**src/hdl/fsp_pkg.sv**
```systemverilog
`timescale 1ns / 1ps
// ----------------------------------------------------------------------------
// fsp_pkg - format specifier parser package
// Character codes, result codes, result record and digit arithmetic.
// ----------------------------------------------------------------------------
package fsp_pkg;

  // widths
  localparam int CHAR_BITS       = 8;
  localparam int NUMBER_BITS     = 16;
  localparam int OUT_NUMBER_BITS = 16;
  localparam int COUNT_BITS      = 8;
  localparam logic [COUNT_BITS-1:0] COUNT_MAX = {COUNT_BITS{1'b1}};

  // output queue
  localparam int QUEUE_DEPTH = 4;
  localparam int PTR_BITS    = $clog2(QUEUE_DEPTH);
  localparam int LEVEL_BITS  = PTR_BITS + 1;

  // result kinds
  typedef enum logic [1:0] {
    KIND_LITERAL = 2'd0,
    KIND_SPEC    = 2'd1,
    KIND_ERROR   = 2'd2,
    KIND_END     = 2'd3
  } kind_t;

  // character codes
  localparam logic [CHAR_BITS-1:0] CH_NUL     = CHAR_BITS'(8'h00);
  localparam logic [CHAR_BITS-1:0] CH_PERCENT = CHAR_BITS'(8'h25);
  localparam logic [CHAR_BITS-1:0] CH_MINUS   = CHAR_BITS'(8'h2D);
  localparam logic [CHAR_BITS-1:0] CH_PLUS    = CHAR_BITS'(8'h2B);
  localparam logic [CHAR_BITS-1:0] CH_HASH    = CHAR_BITS'(8'h23);
  localparam logic [CHAR_BITS-1:0] CH_ZERO    = CHAR_BITS'(8'h30);
  localparam logic [CHAR_BITS-1:0] CH_ONE     = CHAR_BITS'(8'h31);
  localparam logic [CHAR_BITS-1:0] CH_NINE    = CHAR_BITS'(8'h39);
  localparam logic [CHAR_BITS-1:0] CH_STAR    = CHAR_BITS'(8'h2A);
  localparam logic [CHAR_BITS-1:0] CH_DOT     = CHAR_BITS'(8'h2E);
  localparam logic [CHAR_BITS-1:0] CH_LC_H    = CHAR_BITS'(8'h68);
  localparam logic [CHAR_BITS-1:0] CH_LC_L    = CHAR_BITS'(8'h6C);
  localparam logic [CHAR_BITS-1:0] CH_LC_J    = CHAR_BITS'(8'h6A);
  localparam logic [CHAR_BITS-1:0] CH_LC_Z    = CHAR_BITS'(8'h7A);
  localparam logic [CHAR_BITS-1:0] CH_LC_T    = CHAR_BITS'(8'h74);
  localparam logic [CHAR_BITS-1:0] CH_UC_L    = CHAR_BITS'(8'h4C);
  localparam logic [CHAR_BITS-1:0] CH_LC_C    = CHAR_BITS'(8'h63);
  localparam logic [CHAR_BITS-1:0] CH_LC_S    = CHAR_BITS'(8'h73);
  localparam logic [CHAR_BITS-1:0] CH_UC_S    = CHAR_BITS'(8'h53);
  localparam logic [CHAR_BITS-1:0] CH_LC_D    = CHAR_BITS'(8'h64);
  localparam logic [CHAR_BITS-1:0] CH_LC_I    = CHAR_BITS'(8'h69);
  localparam logic [CHAR_BITS-1:0] CH_LC_X    = CHAR_BITS'(8'h78);
  localparam logic [CHAR_BITS-1:0] CH_UC_X    = CHAR_BITS'(8'h58);
  localparam logic [CHAR_BITS-1:0] CH_LC_U    = CHAR_BITS'(8'h75);
  localparam logic [CHAR_BITS-1:0] CH_LC_F    = CHAR_BITS'(8'h66);
  localparam logic [CHAR_BITS-1:0] CH_LC_P    = CHAR_BITS'(8'h70);

  // flag bit positions
  localparam int FLAG_LEFT  = 0;
  localparam int FLAG_SIGN  = 1;
  localparam int FLAG_ALT   = 2;
  localparam int FLAG_ZPAD  = 3;

  // length modifier codes
  localparam logic [3:0] LEN_NONE = 4'd0;
  localparam logic [3:0] LEN_HH   = 4'd1;
  localparam logic [3:0] LEN_H    = 4'd2;
  localparam logic [3:0] LEN_L    = 4'd3;
  localparam logic [3:0] LEN_LL   = 4'd4;
  localparam logic [3:0] LEN_J    = 4'd5;
  localparam logic [3:0] LEN_Z    = 4'd6;
  localparam logic [3:0] LEN_T    = 4'd7;
  localparam logic [3:0] LEN_LD   = 4'd8;

  // conversion codes
  localparam logic [3:0] CONV_PERCENT = 4'd0;
  localparam logic [3:0] CONV_CHAR    = 4'd1;
  localparam logic [3:0] CONV_STR     = 4'd2;
  localparam logic [3:0] CONV_WSTR    = 4'd3;
  localparam logic [3:0] CONV_INT     = 4'd4;
  localparam logic [3:0] CONV_HEX     = 4'd5;
  localparam logic [3:0] CONV_HEX_UC  = 4'd6;
  localparam logic [3:0] CONV_UINT    = 4'd7;
  localparam logic [3:0] CONV_FLOAT   = 4'd8;
  localparam logic [3:0] CONV_PTR     = 4'd9;

  // one result item
  typedef struct packed {
    kind_t                      kind;
    logic [COUNT_BITS-1:0]      consumed;
    logic [3:0]                 flags_mask;
    logic [OUT_NUMBER_BITS-1:0] min_width;
    logic                       width_from_arg;
    logic                       precision_given;
    logic [OUT_NUMBER_BITS-1:0] precision_value;
    logic                       precision_from_arg;
    logic [3:0]                 length_modifier;
    logic [3:0]                 conversion;
    logic                       last_result;
  } result_t;

  // conversion lookup: valid bit above the code
  typedef struct packed {
    logic       valid;
    logic [3:0] code;
  } conv_t;

  function automatic conv_t conv_lookup(input logic [CHAR_BITS-1:0] c);
    conv_t r;
    r.valid = 1'b1;
    unique case (c)
      CH_PERCENT: r.code = CONV_PERCENT;
      CH_LC_C:    r.code = CONV_CHAR;
      CH_LC_S:    r.code = CONV_STR;
      CH_UC_S:    r.code = CONV_WSTR;
      CH_LC_D:    r.code = CONV_INT;
      CH_LC_I:    r.code = CONV_INT;
      CH_LC_X:    r.code = CONV_HEX;
      CH_UC_X:    r.code = CONV_HEX_UC;
      CH_LC_U:    r.code = CONV_UINT;
      CH_LC_F:    r.code = CONV_FLOAT;
      CH_LC_P:    r.code = CONV_PTR;
      default: begin
        r.valid = 1'b0;
        r.code  = CONV_PERCENT;
      end
    endcase
    return r;
  endfunction

  // acc * 10 + d, saturating at the all-ones value
  function automatic logic [NUMBER_BITS-1:0] add_digit(input logic [NUMBER_BITS-1:0] acc,
                                                       input logic [3:0] d);
    logic [NUMBER_BITS+3:0] v;
    v = (NUMBER_BITS+4)'({acc, 3'b000}) + (NUMBER_BITS+4)'({acc, 1'b0})
      + (NUMBER_BITS+4)'(d);
    if (v > (NUMBER_BITS+4)'({NUMBER_BITS{1'b1}})) begin
      return {NUMBER_BITS{1'b1}};
    end
    return v[NUMBER_BITS-1:0];
  endfunction

endpackage

```
**src/hdl/format_specifier_parser_core.sv**
```systemverilog
`timescale 1ns / 1ps
// ----------------------------------------------------------------------------
// format_specifier_parser_core - printf-style format specifier parser
// Results are written into the output queue and offered on the out_ port from its head.
// Throughput: one character per cycle while in_stall is low; parse state updates in a single step.
// An item may give two results; in_stall rises while the four-entry output
// queue has fewer than two free slots, so the drain rate of out_ sets the pace.
// Reset (synchronous, rst_n low) returns to idle and empties the queue.
// ----------------------------------------------------------------------------
module format_specifier_parser_core (
  input  logic        clk,
  input  logic        rst_n,
  // input channel
  input  logic        in_valid,
  output logic        in_stall,
  input  logic [7:0]  in_character,
  // result channel
  output logic        out_valid,
  input  logic        out_stall,
  output logic [1:0]  out_kind,
  output logic [7:0]  out_consumed,
  output logic [3:0]  out_flags_mask,
  output logic [15:0] out_min_width,
  output logic        out_width_from_arg,
  output logic        out_precision_given,
  output logic [15:0] out_precision_value,
  output logic        out_precision_from_arg,
  output logic [3:0]  out_length_modifier,
  output logic [3:0]  out_conversion,
  output logic        out_last_result
);

  typedef enum logic [3:0] {
    PH_IDLE,
    PH_FLAGS,
    PH_WDIG,
    PH_PREC,
    PH_PDOT,
    PH_PDIG,
    PH_LEN,
    PH_LEN_H,
    PH_LEN_L,
    PH_TYPE
  } phase_t;

  // parse state
  phase_t                              phase_r, phase_nxt;
  logic [3:0]                          flags_r, flags_nxt;
  logic [fsp_pkg::NUMBER_BITS-1:0]     wacc_r, wacc_nxt;
  logic                                wstar_r, wstar_nxt;
  logic                                dot_r, dot_nxt;
  logic [fsp_pkg::NUMBER_BITS-1:0]     pacc_r, pacc_nxt;
  logic                                pstar_r, pstar_nxt;
  logic [3:0]                          len_r, len_nxt;
  logic [fsp_pkg::COUNT_BITS-1:0]      cnt_r, cnt_nxt;

  // output queue
  fsp_pkg::result_t                    queue_r [fsp_pkg::QUEUE_DEPTH];
  logic [fsp_pkg::PTR_BITS-1:0]        wr_ptr_r, wr_ptr_nxt;
  logic [fsp_pkg::PTR_BITS-1:0]        rd_ptr_r, rd_ptr_nxt;
  logic [fsp_pkg::PTR_BITS-1:0]        wr_ptr_second;
  logic [fsp_pkg::LEVEL_BITS-1:0]      level_r, level_nxt;

  // per-item decode
  logic [fsp_pkg::CHAR_BITS-1:0]       ch;
  logic                                ch_nul;
  logic                                ch_digit;
  logic                                ch_nz_digit;
  logic [3:0]                          ch_val;
  fsp_pkg::conv_t                      conv;
  logic [fsp_pkg::COUNT_BITS-1:0]      cnt_bump;
  logic                                reach_prec;
  logic                                reach_len;
  logic                                reach_type;
  logic                                taken;
  logic                                spec_done;
  logic                                spec_err;
  fsp_pkg::result_t                    idle_res;
  fsp_pkg::result_t                    res0, res1;
  logic [1:0]                          push_n;
  logic                                in_acc;
  logic                                out_pop;
  fsp_pkg::result_t                    head;

  assign in_acc  = in_valid && !in_stall;
  assign out_pop = out_valid && !out_stall;

  // character classes
  assign ch          = in_character;
  assign ch_nul      = (ch == fsp_pkg::CH_NUL);
  assign ch_digit    = (ch >= fsp_pkg::CH_ZERO) && (ch <= fsp_pkg::CH_NINE);
  assign ch_nz_digit = (ch >= fsp_pkg::CH_ONE) && (ch <= fsp_pkg::CH_NINE);
  assign ch_val      = 4'(ch - fsp_pkg::CH_ZERO);
  assign conv        = fsp_pkg::conv_lookup(ch);
  assign cnt_bump    = (cnt_r == fsp_pkg::COUNT_MAX) ? cnt_r : cnt_r + 1'b1;

  // result for a character seen outside a specifier
  always_comb begin
    idle_res             = '0;
    idle_res.kind        = ch_nul ? fsp_pkg::KIND_END : fsp_pkg::KIND_LITERAL;
    idle_res.consumed    = ch_nul ? '0 : fsp_pkg::COUNT_BITS'(1);
    idle_res.last_result = 1'b1;
  end

  // specifier stepping, with fall-through from optional parts to later ones
  always_comb begin
    phase_nxt  = phase_r;
    flags_nxt  = flags_r;
    wacc_nxt   = wacc_r;
    wstar_nxt  = wstar_r;
    dot_nxt    = dot_r;
    pacc_nxt   = pacc_r;
    pstar_nxt  = pstar_r;
    len_nxt    = len_r;
    cnt_nxt    = cnt_r;
    reach_prec = 1'b0;
    reach_len  = 1'b0;
    reach_type = 1'b0;
    taken      = 1'b0;
    spec_done  = 1'b0;
    spec_err   = 1'b0;
    res0       = '0;
    res1       = '0;
    push_n     = 2'd0;

    if (phase_r != PH_IDLE && ch_nul) begin
      spec_err = 1'b1;
    end else begin
      unique case (phase_r)
        PH_IDLE: begin
        end
        PH_FLAGS: begin
          priority if (ch == fsp_pkg::CH_MINUS) begin
            flags_nxt[fsp_pkg::FLAG_LEFT] = 1'b1;
            taken = 1'b1;
          end else if (ch == fsp_pkg::CH_PLUS) begin
            flags_nxt[fsp_pkg::FLAG_SIGN] = 1'b1;
            taken = 1'b1;
          end else if (ch == fsp_pkg::CH_HASH) begin
            flags_nxt[fsp_pkg::FLAG_ALT] = 1'b1;
            taken = 1'b1;
          end else if (ch == fsp_pkg::CH_ZERO) begin
            flags_nxt[fsp_pkg::FLAG_ZPAD] = 1'b1;
            taken = 1'b1;
          end else if (ch == fsp_pkg::CH_STAR) begin
            wstar_nxt = 1'b1;
            phase_nxt = PH_PREC;
            taken     = 1'b1;
          end else if (ch_nz_digit) begin
            wacc_nxt  = fsp_pkg::add_digit('0, ch_val);
            phase_nxt = PH_WDIG;
            taken     = 1'b1;
          end else begin
            reach_prec = 1'b1;
          end
        end
        PH_WDIG: begin
          if (ch_digit) begin
            wacc_nxt = fsp_pkg::add_digit(wacc_r, ch_val);
            taken    = 1'b1;
          end else begin
            reach_prec = 1'b1;
          end
        end
        PH_PREC: reach_prec = 1'b1;
        PH_PDOT: begin
          priority if (ch == fsp_pkg::CH_STAR) begin
            pstar_nxt = 1'b1;
            phase_nxt = PH_LEN;
            taken     = 1'b1;
          end else if (ch_nz_digit) begin
            pacc_nxt  = fsp_pkg::add_digit('0, ch_val);
            phase_nxt = PH_PDIG;
            taken     = 1'b1;
          end else begin
            reach_len = 1'b1;
          end
        end
        PH_PDIG: begin
          if (ch_digit) begin
            pacc_nxt = fsp_pkg::add_digit(pacc_r, ch_val);
            taken    = 1'b1;
          end else begin
            reach_len = 1'b1;
          end
        end
        PH_LEN: reach_len = 1'b1;
        PH_LEN_H: begin
          if (ch == fsp_pkg::CH_LC_H) begin
            len_nxt   = fsp_pkg::LEN_HH;
            phase_nxt = PH_TYPE;
            taken     = 1'b1;
          end else begin
            len_nxt    = fsp_pkg::LEN_H;
            reach_type = 1'b1;
          end
        end
        PH_LEN_L: begin
          if (ch == fsp_pkg::CH_LC_L) begin
            len_nxt   = fsp_pkg::LEN_LL;
            phase_nxt = PH_TYPE;
            taken     = 1'b1;
          end else begin
            len_nxt    = fsp_pkg::LEN_L;
            reach_type = 1'b1;
          end
        end
        PH_TYPE: reach_type = 1'b1;
        default: begin
        end
      endcase

      // precision dot
      if (reach_prec) begin
        if (ch == fsp_pkg::CH_DOT) begin
          dot_nxt   = 1'b1;
          phase_nxt = PH_PDOT;
          taken     = 1'b1;
        end else begin
          reach_len = 1'b1;
        end
      end

      // length modifier
      if (reach_len) begin
        priority if (ch == fsp_pkg::CH_LC_H) begin
          phase_nxt = PH_LEN_H;
          taken     = 1'b1;
        end else if (ch == fsp_pkg::CH_LC_L) begin
          phase_nxt = PH_LEN_L;
          taken     = 1'b1;
        end else if (ch == fsp_pkg::CH_LC_J) begin
          len_nxt   = fsp_pkg::LEN_J;
          phase_nxt = PH_TYPE;
          taken     = 1'b1;
        end else if (ch == fsp_pkg::CH_LC_Z) begin
          len_nxt   = fsp_pkg::LEN_Z;
          phase_nxt = PH_TYPE;
          taken     = 1'b1;
        end else if (ch == fsp_pkg::CH_LC_T) begin
          len_nxt   = fsp_pkg::LEN_T;
          phase_nxt = PH_TYPE;
          taken     = 1'b1;
        end else if (ch == fsp_pkg::CH_UC_L) begin
          len_nxt   = fsp_pkg::LEN_LD;
          phase_nxt = PH_TYPE;
          taken     = 1'b1;
        end else begin
          reach_type = 1'b1;
        end
      end

      // conversion character
      if (reach_type) begin
        if (conv.valid) begin
          spec_done = 1'b1;
        end else begin
          spec_err = 1'b1;
        end
      end
    end

    if (taken) begin
      cnt_nxt = cnt_bump;
    end

    // results
    if (spec_done) begin
      res0.kind               = fsp_pkg::KIND_SPEC;
      res0.consumed           = cnt_bump;
      res0.flags_mask         = flags_nxt;
      res0.min_width          = fsp_pkg::OUT_NUMBER_BITS'(wacc_nxt);
      res0.width_from_arg     = wstar_nxt;
      res0.precision_given    = dot_nxt;
      res0.precision_value    = fsp_pkg::OUT_NUMBER_BITS'(pacc_nxt);
      res0.precision_from_arg = pstar_nxt;
      res0.length_modifier    = len_nxt;
      res0.conversion         = conv.code;
      res0.last_result        = 1'b1;
      push_n                  = 2'd1;
    end else if (spec_err) begin
      res0.kind        = fsp_pkg::KIND_ERROR;
      res0.consumed    = cnt_r;
      res0.last_result = (ch == fsp_pkg::CH_PERCENT);
      res1             = idle_res;
      push_n           = (ch == fsp_pkg::CH_PERCENT) ? 2'd1 : 2'd2;
    end else if (phase_r == PH_IDLE) begin
      res0   = idle_res;
      push_n = (ch == fsp_pkg::CH_PERCENT) ? 2'd0 : 2'd1;
    end

    // close the specifier, and reopen on a '%' seen from idle
    if (spec_done || spec_err || phase_r == PH_IDLE) begin
      phase_nxt = PH_IDLE;
      flags_nxt = '0;
      wacc_nxt  = '0;
      wstar_nxt = 1'b0;
      dot_nxt   = 1'b0;
      pacc_nxt  = '0;
      pstar_nxt = 1'b0;
      len_nxt   = fsp_pkg::LEN_NONE;
      cnt_nxt   = '0;
      if (!spec_done && ch == fsp_pkg::CH_PERCENT) begin
        phase_nxt = PH_FLAGS;
        cnt_nxt   = fsp_pkg::COUNT_BITS'(1);
      end
    end
  end

  // queue pointers and fill level
  assign wr_ptr_second = fsp_pkg::PTR_BITS'(wr_ptr_r + 1'b1);
  assign wr_ptr_nxt    = in_acc ? fsp_pkg::PTR_BITS'(wr_ptr_r + push_n) : wr_ptr_r;
  assign rd_ptr_nxt    = out_pop ? fsp_pkg::PTR_BITS'(rd_ptr_r + 1'b1) : rd_ptr_r;
  assign level_nxt     = level_r
                       + (in_acc ? fsp_pkg::LEVEL_BITS'(push_n) : '0)
                       - fsp_pkg::LEVEL_BITS'(out_pop);

  assign in_stall = (level_r > fsp_pkg::LEVEL_BITS'(fsp_pkg::QUEUE_DEPTH - 2));

  // state, queue and pointers
  always_ff @(posedge clk) begin
    if (!rst_n) begin
      phase_r  <= PH_IDLE;
      flags_r  <= '0;
      wacc_r   <= '0;
      wstar_r  <= 1'b0;
      dot_r    <= 1'b0;
      pacc_r   <= '0;
      pstar_r  <= 1'b0;
      len_r    <= fsp_pkg::LEN_NONE;
      cnt_r    <= '0;
      wr_ptr_r <= '0;
      rd_ptr_r <= '0;
      level_r  <= '0;
    end else begin
      if (in_acc) begin
        phase_r <= phase_nxt;
        flags_r <= flags_nxt;
        wacc_r  <= wacc_nxt;
        wstar_r <= wstar_nxt;
        dot_r   <= dot_nxt;
        pacc_r  <= pacc_nxt;
        pstar_r <= pstar_nxt;
        len_r   <= len_nxt;
        cnt_r   <= cnt_nxt;
        if (push_n != 2'd0) begin
          queue_r[wr_ptr_r] <= res0;
        end
        if (push_n == 2'd2) begin
          queue_r[wr_ptr_second] <= res1;
        end
      end
      wr_ptr_r <= wr_ptr_nxt;
      rd_ptr_r <= rd_ptr_nxt;
      level_r  <= level_nxt;
    end
  end

  // head of the queue drives the result channel
  assign head                   = queue_r[rd_ptr_r];
  assign out_valid              = (level_r != '0);
  assign out_kind               = head.kind;
  assign out_consumed           = head.consumed;
  assign out_flags_mask         = head.flags_mask;
  assign out_min_width          = head.min_width;
  assign out_width_from_arg     = head.width_from_arg;
  assign out_precision_given    = head.precision_given;
  assign out_precision_value    = head.precision_value;
  assign out_precision_from_arg = head.precision_from_arg;
  assign out_length_modifier    = head.length_modifier;
  assign out_conversion         = head.conversion;
  assign out_last_result        = head.last_result;

endmodule

```
**config.mk**
```make
export PLATFORM = sky130hd
export DESIGN_NAME = format_specifier_parser_core
export DESIGN_NICKNAME = d
export VERILOG_FILES = /design/src/hdl/fsp_pkg.sv /design/src/hdl/format_specifier_parser_core.sv
export SDC_FILE = /design/constraint.sdc
export NUM_CORES = 1
export LEC_CHECK = 0
export CAP_MARGIN = 5
export CORE_ASPECT_RATIO = 1.5
export CORE_MARGIN = 2
export CORE_UTILIZATION = 39
export CTS_BUF_LIST = sky130_fd_sc_hd__clkbuf_4
export CTS_CLUSTER_SIZE = 40
export DETAILED_ROUTE_END_ITERATION = 7
export DONT_BUFFER_PORTS = 1
export PLACE_DENSITY = 0.61
export SYNTH_ARGS = -nofsm -noshare
export SYNTH_HDL_FRONTEND = slang
export SYNTH_SLANG_ARGS = --single-unit
```
**constraint.sdc**
```tcl
create_clock -name clk -period 9.7 [get_ports clk]
set_input_delay 0.97 -clock clk [delete_from_list [all_inputs] [get_ports clk]]
set_output_delay 0.97 -clock clk [all_outputs]
set_load 0.05 [all_outputs]
```
==> results of run 1 <==
## per-stage QoR
step,std cells,area [sq um],util,worst slack (ps)
global route,2105,16600,0.425,4790
detailed placement,1976,15600,0.400,4560
floorplan,1569,15300,-,5070
CTS,2104,16600,0.425,5010
global placement,1976,15600,0.400,4630
finish,2106,16600,0.425,5020
## critical path, delay by kind of cell, from the launching register on
| kind | cells | cell delay, ps |
|---|---|---|
| buffers and inverters | 2 | 580 |
| multiplexers | 1 | 760 |
| AO/OA/AOI/OAI | 1 | 240 |
| AND/OR/NAND/NOR | 5 | 2450 |
| flip-flops | 1 | 320 |
## how the worst max path moves through the flow
stage / startpoint / end / slack (ps) / depth (start not counted)
after global placement: in_character[6] / queue_r[2][0] / 4630 / 10
final: level_r[1] / queue_r[1][57] / 5020 / 9
after floorplan: in_character[1] / level_r[2] / 5070 / 17
after global routing: pacc_r[0] / queue_r[1][13] / 4790 / 11
after CTS: level_r[1] / queue_r[1][57] / 5010 / 9
after detailed placement: in_character[6] / queue_r[2][0] / 4560 / 10
## final cells by class
class / instances / area (sq um)
repair buffers: 19 / 143
clock buffers: 105 / 788
fillers: 3728 / 22500
inverters: 24 / 90.1
well taps: 500 / 626
flip-flops and latches: 296 / 6090
clock inverters: 23 / 189
diodes: 2 / 5.00
multi-input cells: 1137 / 8690
## cells in the final DEF, fill, tap and decap left out, types with 13 or more instances in the layout
| cell | synthesis | routed |
|---|---|---|
| dfxtp_1 | 280 | 278 |
| nand2_1 | 134 | 134 |
| a22o_1 | 116 | 116 |
| clkbuf_4 | 0 | 105 |
| a21oi_1 | 100 | 99 |
| o21ai_0 | 97 | 97 |
| nor2_1 | 98 | 96 |
| ha_1 | 67 | 67 |
| mux4_2 | 58 | 58 |
| o2bb2ai_1 | 40 | 40 |
| nand3_1 | 35 | 35 |
| inv_1 | 23 | 23 |
| a32o_1 | 23 | 23 |
| a21o_1 | 21 | 21 |
| nor3_1 | 20 | 20 |
| and2_1 | 19 | 19 |
| buf_4 | 11 | 19 |
| nand2b_1 | 17 | 17 |
| o211ai_1 | 16 | 16 |
| a31oi_1 | 17 | 16 |
| edfxtp_1 | 16 | 16 |
| a211oi_1 | 15 | 15 |
| and3_1 | 13 | 13 |
| xor2_1 | 13 | 13 |
| xnor2_1 | 13 | 13 |
## sequential cells by signal (all words and copies together) (netlist names), named ones only
name	flops
pacc_r	16
wacc_r	16
wr_ptr_r	2
pstar_r	1
rd_ptr_r	2
len_r	4
cnt_r	8
queue_r	232
phase_r	4
wstar_r	1
flags_r	4
dot_r	1
level_r	3
## logic make-up (layout without fill, tap and decap cells)
group	Yosys count	count (layout)
and+or+nand+nor	414	414
adders and majority gates	72	72
muxes	67	67
other	0	2
buffers and inverters	136	171
DFF	296	296
AOI/OAI and AO/OA	558	558
xor gates and xnor gates	26	26
## layer usage
metal	wire length, microns	GRT usage	part of all wire
met1	18800	0.258	0.39
met2	25300	0.437	0.52
met3	2160	0.0379	0.044
met4	2320	0.119	0.048
met5	0	0	0
## power breakdown
| part | internal, mW | switching [mW] | total [mW] |
|---|---|---|---|
| combinational | 0.156 | 0.323 | 0.479 |
| sequential | 1.27 | 0.0460 | 1.32 |
| clock | 0.583 | 0.520 | 1.10 |
==> results.yml, run 1 <==
status:
  outcome: "finished, final reports clean"
logic_synthesis:
  synthesis.instances: 1569
  yosys.area_share.simple: 0.134
  synth.top_cells.by_count: "dfxtp_1 (280), nand2_1 (134), a22o_1 (116)"
  mappedNetlistArea_sq_um: 15300
  number_of_synthesized_register_bits: 296
  synth_top_family_by_area: "compound AO/OA/AOI/OAI gates"
  edff_count_synth: 16
  total_nets_after_synthesis: 1653
  synth_adder_area_share: 0.0612
  synth_top_flop_cell: "dfxtp_1"
  synth.most_common_cell: "dfxtp_1"
  synth_area_per_cell_sq_um: 9.77
  register_area_share_after_synthesis: 0.397
  netlist.top_cell.by_area: "dfxtp_1"
  proportion_of_synthesized_flip_flops_having_asynchronous_set_or_reset: 0
  muxShareOfSynthArea: 0.0915
  synth-warning-count: 0
  biggest_area_contributors_in_the_synthesized_netlist: "dfxtp_1 (37%), mux4_2 (8.5%), a22o_1 (6.6%), ha_1 (5.5%), nand2_1 (3.3%)"
  synth.top_cell.area_share: 0.366
  xor_xnor_share_of_the_synthesized_area: 0.0149
  synth-compound-area-share: 0.263
  ys_types: 90
cts:
  clock-sinks: 296
  htree_levels: 3
  postCtsHoldBufs: 0
  tritoncts: "done"
  worstSkewPairLatency_ps: 780
  count_of_buffers_added_by_post_cts_timing_repair_for_setup: 0
  cts_resized: 0
  clockRootBuffer: "clkbuf_4"
  cts_made_buffers: 71
  longest_clk_path_bufs: 3
  path_clk_slew_ps: 70
placed_design:
  hpwl_microns: 34700
  place_congestion: 0.909
  portBuffers: 0
routing:
  drtAntennaViolNets: 0
  drc_errors: 0
  totalWireLength_microns: 48700
  first_pass_iters: 5
  routedWlPerCell_microns: 23.1
  initial_detailed_routing_violation_count: 820
  mean_number_of_vias_per_cell: 6.13
  via_count: 12906
global_route:
  via_count_of_the_first_global_routing_pass: 12873
  grt_first_pass_wirelength_microns: 75300
  globalRouteTotalUtil: 0.235
  pin_count_of_the_biggest_net_entering_global_routing: 49
  global_route.overflow_total: 0
  antenna_violations_before_repair: 1
setup_path:
  critical_path.max_stage_delay_ps: 1020
  worst-r2r-setup-slack_ps: 5020
  critical_path_class: "register to register"
  critical_path.endpoint_type: "register"
  worst_r2r_path_depth: 9
  data_required_time_of_the_worst_path_ps: 10130
  timing.rr.start: "level_r[1]"
  critPathSlowestCell: "nor3_1"
  cell_by_cell_listing_of_the_critical_path: "a21oi_1, and2_1, nand2_1, nor3_1, nand2b_1, mux2i_1, nor2_4, buf_4, inv_1"
  worstReg2RegEnd: "queue_r[1][57]"
  cp_max_fo: 24
  worstSetupStartpointType: "register"
  worst-endpoint-arrival_ps: 5110
layout:
  area_growth_from_synthesis_to_layout_pct: 8.43
  finish.net_count: 1633
  layout-drive-gt1-share: 0.147
die:
  initial_utilization: 0.392
  core-area_sq_um: 39100
  floorplan.die.height_microns: 247
  dieArea_sq_um: 40900
  rows: 89
  die_width_microns: 166
  floorplan.io_pins: 72
sta:
  finalWorstPathRequiredPeriod_ps: 4680
  finalSetupTns_ps: 0
  finalCritPeriodShare: 0.482
  finalHoldViolations: 0
  tightest_slew_ps: 1260
  hold-worst-slack_ps: 324
  drv_slew: 0
  finClkSkew_ps: 70.8
  max-slew-margin-rel: 0.153
  achievable_frequency_mhz: 214
  report.final.setup_viol: 0
  grt_setup_unrepaired: "false"
power:
  totalPowerFinal_mw: 2.90
  power.density_cell_area_nw_per_um2: 175
  irDropWorstVdd_mv: 0.0837
  leakagePower_nw: 6.16
worst_hold_path:
  timing.hold.worst_endpoint: "flags_r[2]"
  worst_hold_path_type: "primary input to register"
  worst_hold_depth: 2
  worst_hold_startpoint: "rst_n"
flow_run:
  timing.max_cap.violations: 0
No activity file was read; power rests on OpenSTA's default activity.
==> run 2, diff against run 1 <==
--- a/config.mk
+++ b/config.mk
@@ -5,6 +5,7 @@
 export SDC_FILE = /design/constraint.sdc
 export NUM_CORES = 1
 export LEC_CHECK = 0
+export ABC_AREA = 1
 export CAP_MARGIN = 5
 export CORE_ASPECT_RATIO = 1.5
 export CORE_MARGIN = 2
==> constraint.sdc (replaced) <==
create_clock -name clk -period 4.5 [get_ports clk]
set_input_delay 0.45 -clock clk [delete_from_list [all_inputs] [get_ports clk]]
set_output_delay 0.45 -clock clk [all_outputs]
set_load 0.05 [all_outputs]
==> results.yml, run 2 <==
status:
  outcome: "finished, final reports clean"
setup_path:
  cp_max_fo: 12
  worst-r2r-setup-slack_ps: 610
  critPathMostFrequentCell: "nand2_1"
  critPathSlowestCell: "fa_1"
  worstSetupStartpointType: "register"
  critical_path.max_stage_delay_ps: 510
  critical_path_class: "register to register"
  worst-path-buf-inv: 2
  worst-endpoint-arrival_ps: 4510
  critical_path.endpoint_type: "register"
  data_required_time_of_the_worst_path_ps: 5120
  family_with_the_most_delay_on_the_worst_path: "compound AO/OA/AOI/OAI gates"
  cell_by_cell_listing_of_the_critical_path: "fa_1, fa_1, nand2_1, inv_1, o21ai_0, nand2_1, inv_1, o21bai_1, nand2_1, nand3b_1, a21oi_1, nand2_1, o21ai_0, a21oi_1, nand3_1, nand2_1"
layout:
  most_common_library_cell_in_the_layout_ignoring_fill_and_taps: "nand2_1"
  finish.net_count: 2488
  area_growth_from_synthesis_to_layout_pct: 9.67
  largest_registers: "queue_r (232), pacc_r (16), wacc_r (16)"
  layout-drive-gt1-share: 0.0972
  final_instance_count_excl_fillers: 3015
  largest_register: "queue_r"
  commonest_non_fill_non_tap_cells_in_the_layout: "nand2_1 (414), o21ai_0 (344), nand3_1 (323), nor2_1 (320), dfxtp_1 (278)"
  final_core_util: 0.433
  largest_register_ff_count: 232
sta:
  finClkSkew_ps: 37.2
  finalSetupTns_ps: 0
  grt_setup_unrepaired: "false"
  finalHoldViolations: 0
  report.final.setup_viol: 0
  drv_slew: 0
  finalCritPeriodShare: 0.865
  tightest_slew_ps: 1210
  max-slew-margin-rel: 0.208
  finalWorstPathRequiredPeriod_ps: 3890
  achievable_frequency_mhz: 257
placed_design:
  placed_cells_incl_taps: 2893
  hpwl_microns: 37000
  portBuffers: 0
  place_congestion: 0.923
global_route:
  global_route.overflow_total: 0
  grt_first_pass_wirelength_microns: 85600
  antenna_violations_before_repair: 1
  pin_count_of_the_biggest_net_entering_global_routing: 115
  via_count_of_the_first_global_routing_pass: 15726
  globalRouteTotalUtil: 0.244
logic_synthesis:
  synth.most_common_cell: "nand2_1"
  synthesis.instances: 2415
  netlist.top_cell.by_area: "dfxtp_1"
  mappedNetlistArea_sq_um: 16500
  synth.top_cell.area_share: 0.339
  synth_top_flop_cell: "dfxtp_1"
  number_of_synthesized_register_bits: 296
  total_nets_after_synthesis: 2499
  synth.top_cells.by_count: "nand2_1 (414), o21ai_0 (344), nand3_1 (323), nor2_1 (323), dfxtp_1 (280)"
  synth_area_per_cell_sq_um: 6.85
  ys_types: 48
  biggest_area_contributors_in_the_synthesized_netlist: "dfxtp_1 (34%), o21ai_0 (10%), nand3_1 (9.8%), nand2_1 (9.4%), nor2_1 (7.3%)"
  synth-warning-count: 0
  proportion_of_synthesized_flip_flops_having_asynchronous_set_or_reset: 0
  edff_count_synth: 16
  register_area_share_after_synthesis: 0.368
cts:
  longest_clk_path_bufs: 3
  htree_levels: 3
  count_of_buffers_added_by_post_cts_timing_repair_for_setup: 0
  worstSkewPairLatency_ps: 760
  clock-sinks: 296
  tritoncts: "done"
  cts_made_buffers: 71
  path_clk_slew_ps: 60
  clockRootBuffer: "clkbuf_4"
power:
  power.share.combinational: 0.329
  power_spent_charging_and_discharging_nets_mw: 3.15
  irDropWorstVdd_mv: 0.283
  swShare: 0.409
  p_int_mw: 4.55
  power_frac_clock: 0.294
  power.density_cell_area_nw_per_um2: 425
  proportion_of_power_drawn_by_flip_flops_and_latches: 0.377
  leakagePower_nw: 7.45
routing:
  routedWlPerCell_microns: 18.0
  drtAntennaViolNets: 0
  first_pass_iters: 5
  initial_detailed_routing_violation_count: 1298
  via_count: 16916
  totalWireLength_microns: 54300
  mean_number_of_vias_per_cell: 5.61
  drc_errors: 0
die:
  die_width_microns: 172
  rows: 92
  initial_utilization: 0.395
  dieArea_sq_um: 44100
  core-area_sq_um: 41900
  floorplan.die.height_microns: 256
  floorplan.io_pins: 72
worst_hold_path:
  worst_hold_path_type: "primary input to register"
flow_run:
  timing.max_cap.violations: 0
run 2: changes by cell type in the layout (fill, tap and decap cells not counted), moves of 19 or more:
cell       delta
nand3_1     +288
mux4_2       -58
nand2_1     +280
o2bb2ai_1    -39
a32o_1       -23
nor2_1      +224
a22o_1      -116
buf_4        +39
inv_1        +69
o21ai_0     +247
and2_1       -19
o22ai_1      +57
a21oi_1      +55
a21o_1       -19
run 2: per-stage QoR:
stage | hold slack, ps | area, sq um | power [mW] | setup WS [ps]
6_report | 207 | 18100 | 7.71 | 609
5_1_grt | 214 | 18100 | 8.09 | 168
4_1_cts | 145 | 18100 | 7.76 | 643
3_5_place_dp | 460 | 17200 | 5.49 | 660
3_3_place_gp | 444 | 17200 | 5.46 | 683
2_1_floorplan | 436 | 16500 | 4.86 | 1340
run 2: timing repair:
item                      4_1_cts  5_1_grt
hold buffers                    2        0
hold endpoints to repair       12        0
resized for setup               0        0
run 2: final timing paths:
kind | startpoint | cells past startpoint | to
max reg2reg | pacc_r[0] | 16 | queue_r[1][14]
min reg2reg | queue_r[2][5] | 2 | queue_r[2][5]
min | in_valid | 5 | phase_r[0]
max | pacc_r[0] | 16 | queue_r[1][14]
run 2: logic make-up (layout without fill, tap and decap cells):
group	Yosys count	in the layout	synth area share
and+or+nand+nor	1135	1135	0.295
AOI/OAI and AO/OA	623	623	0.199
DFF	296	296	0.368
buffers and inverters	265	299	0.0686
adders and majority gates	72	72	0.0567
xor gates and xnor gates	23	23	0.0122
muxes	1	1	0.000605
other	0	2	0
run 2: power groups by stage:
stage               logic [mW]  registers [mW]  clock network [mW]
floorplan                 1.93            2.93                   0
global placement          2.50            2.96                   0
detailed placement        2.53            2.96                   0
CTS                       2.54            2.90                2.32
global route              2.72            2.92                2.44
finish                    2.54            2.90                2.27
run 2: metal layers:
layer,vias up,track usage,routed length [microns]
li1,8255,-,-
met1,7964,0.297,21900
met2,594,0.424,27200
met3,103,0.0465,3660
met4,0,0.0885,1610
met5,-,0,0
run 2: cell type report:
class	instances	area (sq um)
fill	4416	23800
multi-input combinational	1854	9340
sequential	296	6090
clock buffer	98	736
tap	564	706
timing repair buffer	72	696
inverter	109	410
clock inverter	20	159
antenna	2	5.00
run 2: tightest hold or removal path, cell delays in order:
cell	delay, ps
inv_1	30
nor2_1	150
nand2_1	150
o21ai_0	90
inv_1	50
==> run 3, diff against run 2 <==
--- a/config.mk
+++ b/config.mk
@@ -14,7 +14,7 @@
 export CTS_CLUSTER_SIZE = 40
 export DETAILED_ROUTE_END_ITERATION = 7
 export DONT_BUFFER_PORTS = 1
-export PLACE_DENSITY = 0.61
+export PLACE_DENSITY_LB_ADDON = 0.12
 export SYNTH_ARGS = -nofsm -noshare
 export SYNTH_HDL_FRONTEND = slang
 export SYNTH_SLANG_ARGS = --single-unit
==> results.yml, run 3 (synthesized netlist as in run 2, its figures left out) <==
global_route:
  grt_first_pass_wirelength_microns: 89700
  via_count_of_the_first_global_routing_pass: 16266
  globalRouteTotalUtil: 0.259
  pin_count_of_the_biggest_net_entering_global_routing: 79
  grt_use_met1: 0.305
  top_usage_layer: "met2"
  gr-usage-met3: 0.0401
  antenna_violations_before_repair: 1
  grt.met2_usage: 0.464
  global_route.overflow_total: 0
setup_path:
  cp_max_fo: 12
  critPathMostFrequentCell: "nand2_1"
  family_with_the_most_delay_on_the_worst_path: "compound AO/OA/AOI/OAI gates"
  data_required_time_of_the_worst_path_ps: 5130
  cell_by_cell_listing_of_the_critical_path: "fa_1, fa_1, nand2_1, inv_1, o21ai_0, nand2_1, inv_1, o21bai_1, nand2_1, nand3b_1, a21oi_1, nand2_1, o21ai_0, a21oi_1, nand3_1, nand2_1"
  critPathSlowestCell: "fa_1"
  worstSetupStartpointType: "register"
  worst-endpoint-arrival_ps: 4420
  worst-path-buf-inv: 2
  critical_path.max_stage_delay_ps: 500
  critical_path_class: "register to register"
  critical_path.endpoint_type: "register"
die:
  core-area_sq_um: 41900
  rows: 92
  floorplan.die.height_microns: 256
  die_width_microns: 172
  floorplan.io_pins: 72
  dieArea_sq_um: 44100
  initial_utilization: 0.395
power:
  swShare: 0.408
  power_spent_charging_and_discharging_nets_mw: 3.21
  proportion_of_power_drawn_by_flip_flops_and_latches: 0.371
  power.density_cell_area_nw_per_um2: 431
  leakagePower_nw: 7.53
  power.share.combinational: 0.331
  irDropWorstVdd_mv: 0.191
  power_frac_clock: 0.298
  p_int_mw: 4.65
sta:
  finalHoldViolations: 0
  drv_slew: 0
  finalCritPeriodShare: 0.843
  finalWorstPathRequiredPeriod_ps: 3790
  max-slew-margin-rel: 0.230
  grt_setup_unrepaired: "false"
  finalSetupTns_ps: 0
  tightest_slew_ps: 1150
  finClkSkew_ps: 57.6
  achievable_frequency_mhz: 264
  report.final.setup_viol: 0
layout:
  most_common_library_cell_in_the_layout_ignoring_fill_and_taps: "nand2_1"
  final_core_util: 0.435
  largest_registers: "queue_r (232), pacc_r (16), wacc_r (16)"
  commonest_non_fill_non_tap_cells_in_the_layout: "nand2_1 (414), o21ai_0 (344), nand3_1 (323), nor2_1 (320), dfxtp_1 (278)"
  largest_register: "queue_r"
  layout-drive-gt1-share: 0.104
  area_growth_from_synthesis_to_layout_pct: 10.3
  largest_register_ff_count: 232
  finish.net_count: 2505
  final.fill_count: 4547
placed_design:
  hpwl_microns: 39000
  portBuffers: 0
  place_congestion: 0.896
cts:
  htree_levels: 3
  count_of_buffers_added_by_post_cts_timing_repair_for_setup: 0
  longest_clk_path_bufs: 3
  clock-sinks: 296
  cts_made_buffers: 77
  worstSkewPairLatency_ps: 760
  tritoncts: "done"
  clockRootBuffer: "clkbuf_4"
  path_clk_slew_ps: 70
routing:
  mean_number_of_vias_per_cell: 5.59
  drc_errors: 0
  drtAntennaViolNets: 0
  first_pass_iters: 7
  routedWlPerCell_microns: 19.0
  initial_detailed_routing_violation_count: 1300
  totalWireLength_microns: 57500
  via_count: 16972
status:
  outcome: "finished, final reports clean"
worst_hold_path:
  worst_hold_path_type: "primary input to register"
flow_run:
  timing.max_cap.violations: 0
[run 3: final timing paths]
check / endpoint / slack [ps] / startpoint / depth (start not counted)
max reg2reg: queue_r[2][11] / 710 / pacc_r[0] / 16
min reg2reg: register / 460 / rd_ptr_r[1] / 2
min: flags_r[2] / 200 / in_character[0] / 4
max: queue_r[2][11] / 710 / pacc_r[0] / 16
[run 3: metal layers]
layer  vias to the layer above  share of wire
met3                       114          0.053
li1                       8294              -
met5                         -              0
met4                         0          0.030
met1                      8055           0.40
met2                       509           0.51
[run 3: cell type report]
class | count | area, sq um | share of cell area
Sequential cell | 296 | 6090 | 0.334
Tap cell | 564 | 706 | 0.0387
Clock buffer | 107 | 803 | 0.0440
Timing Repair Buffer | 83 | 741 | 0.0406
Antenna cell | 1 | 2.50 | 0.000137
Multi-Input combinational cell | 1854 | 9350 | 0.512
Clock inverter | 21 | 140 | 0.00768
Inverter | 109 | 410 | 0.0225
[run 3: repair_timing]
action | CTS | global route
resized for setup | 0 | 0
endpoints found under the hold margin | 20 | 0
hold buffers | 2 | 0
[run 3: metrics by stage]
step                      instances  power, mW  setup slack [ps]  cell area (sq um)  hold WS, ps
final                          3035       7.86               707              18200          203
after floorplan                2415       4.86              1340              16500          436
after CTS                      3034       7.94               764              18200          149
after global routing           3035       8.26               400              18200          271
after detailed placement       2904       5.58               721              17300          450
after global placement         2904       5.56               785              17300          441
[run 3: tightest hold or removal path: stages]
cell	delay (ps)
nand2_1	50
nor2_1	80
a31oi_1	200
nor3_1	70
[run 3: power groups by stage]
| stage | clock, mW | combinational (mW) | sequential [mW] |
|---|---|---|---|
| 6_report | 2.34 | 2.60 | 2.92 |
| 5_1_grt | 2.53 | 2.80 | 2.93 |
| 4_1_cts | 2.41 | 2.61 | 2.91 |
| 3_5_place_dp | 0 | 2.61 | 2.97 |
| 3_3_place_gp | 0 | 2.60 | 2.97 |
| 2_1_floorplan | 0 | 1.93 | 2.93 |
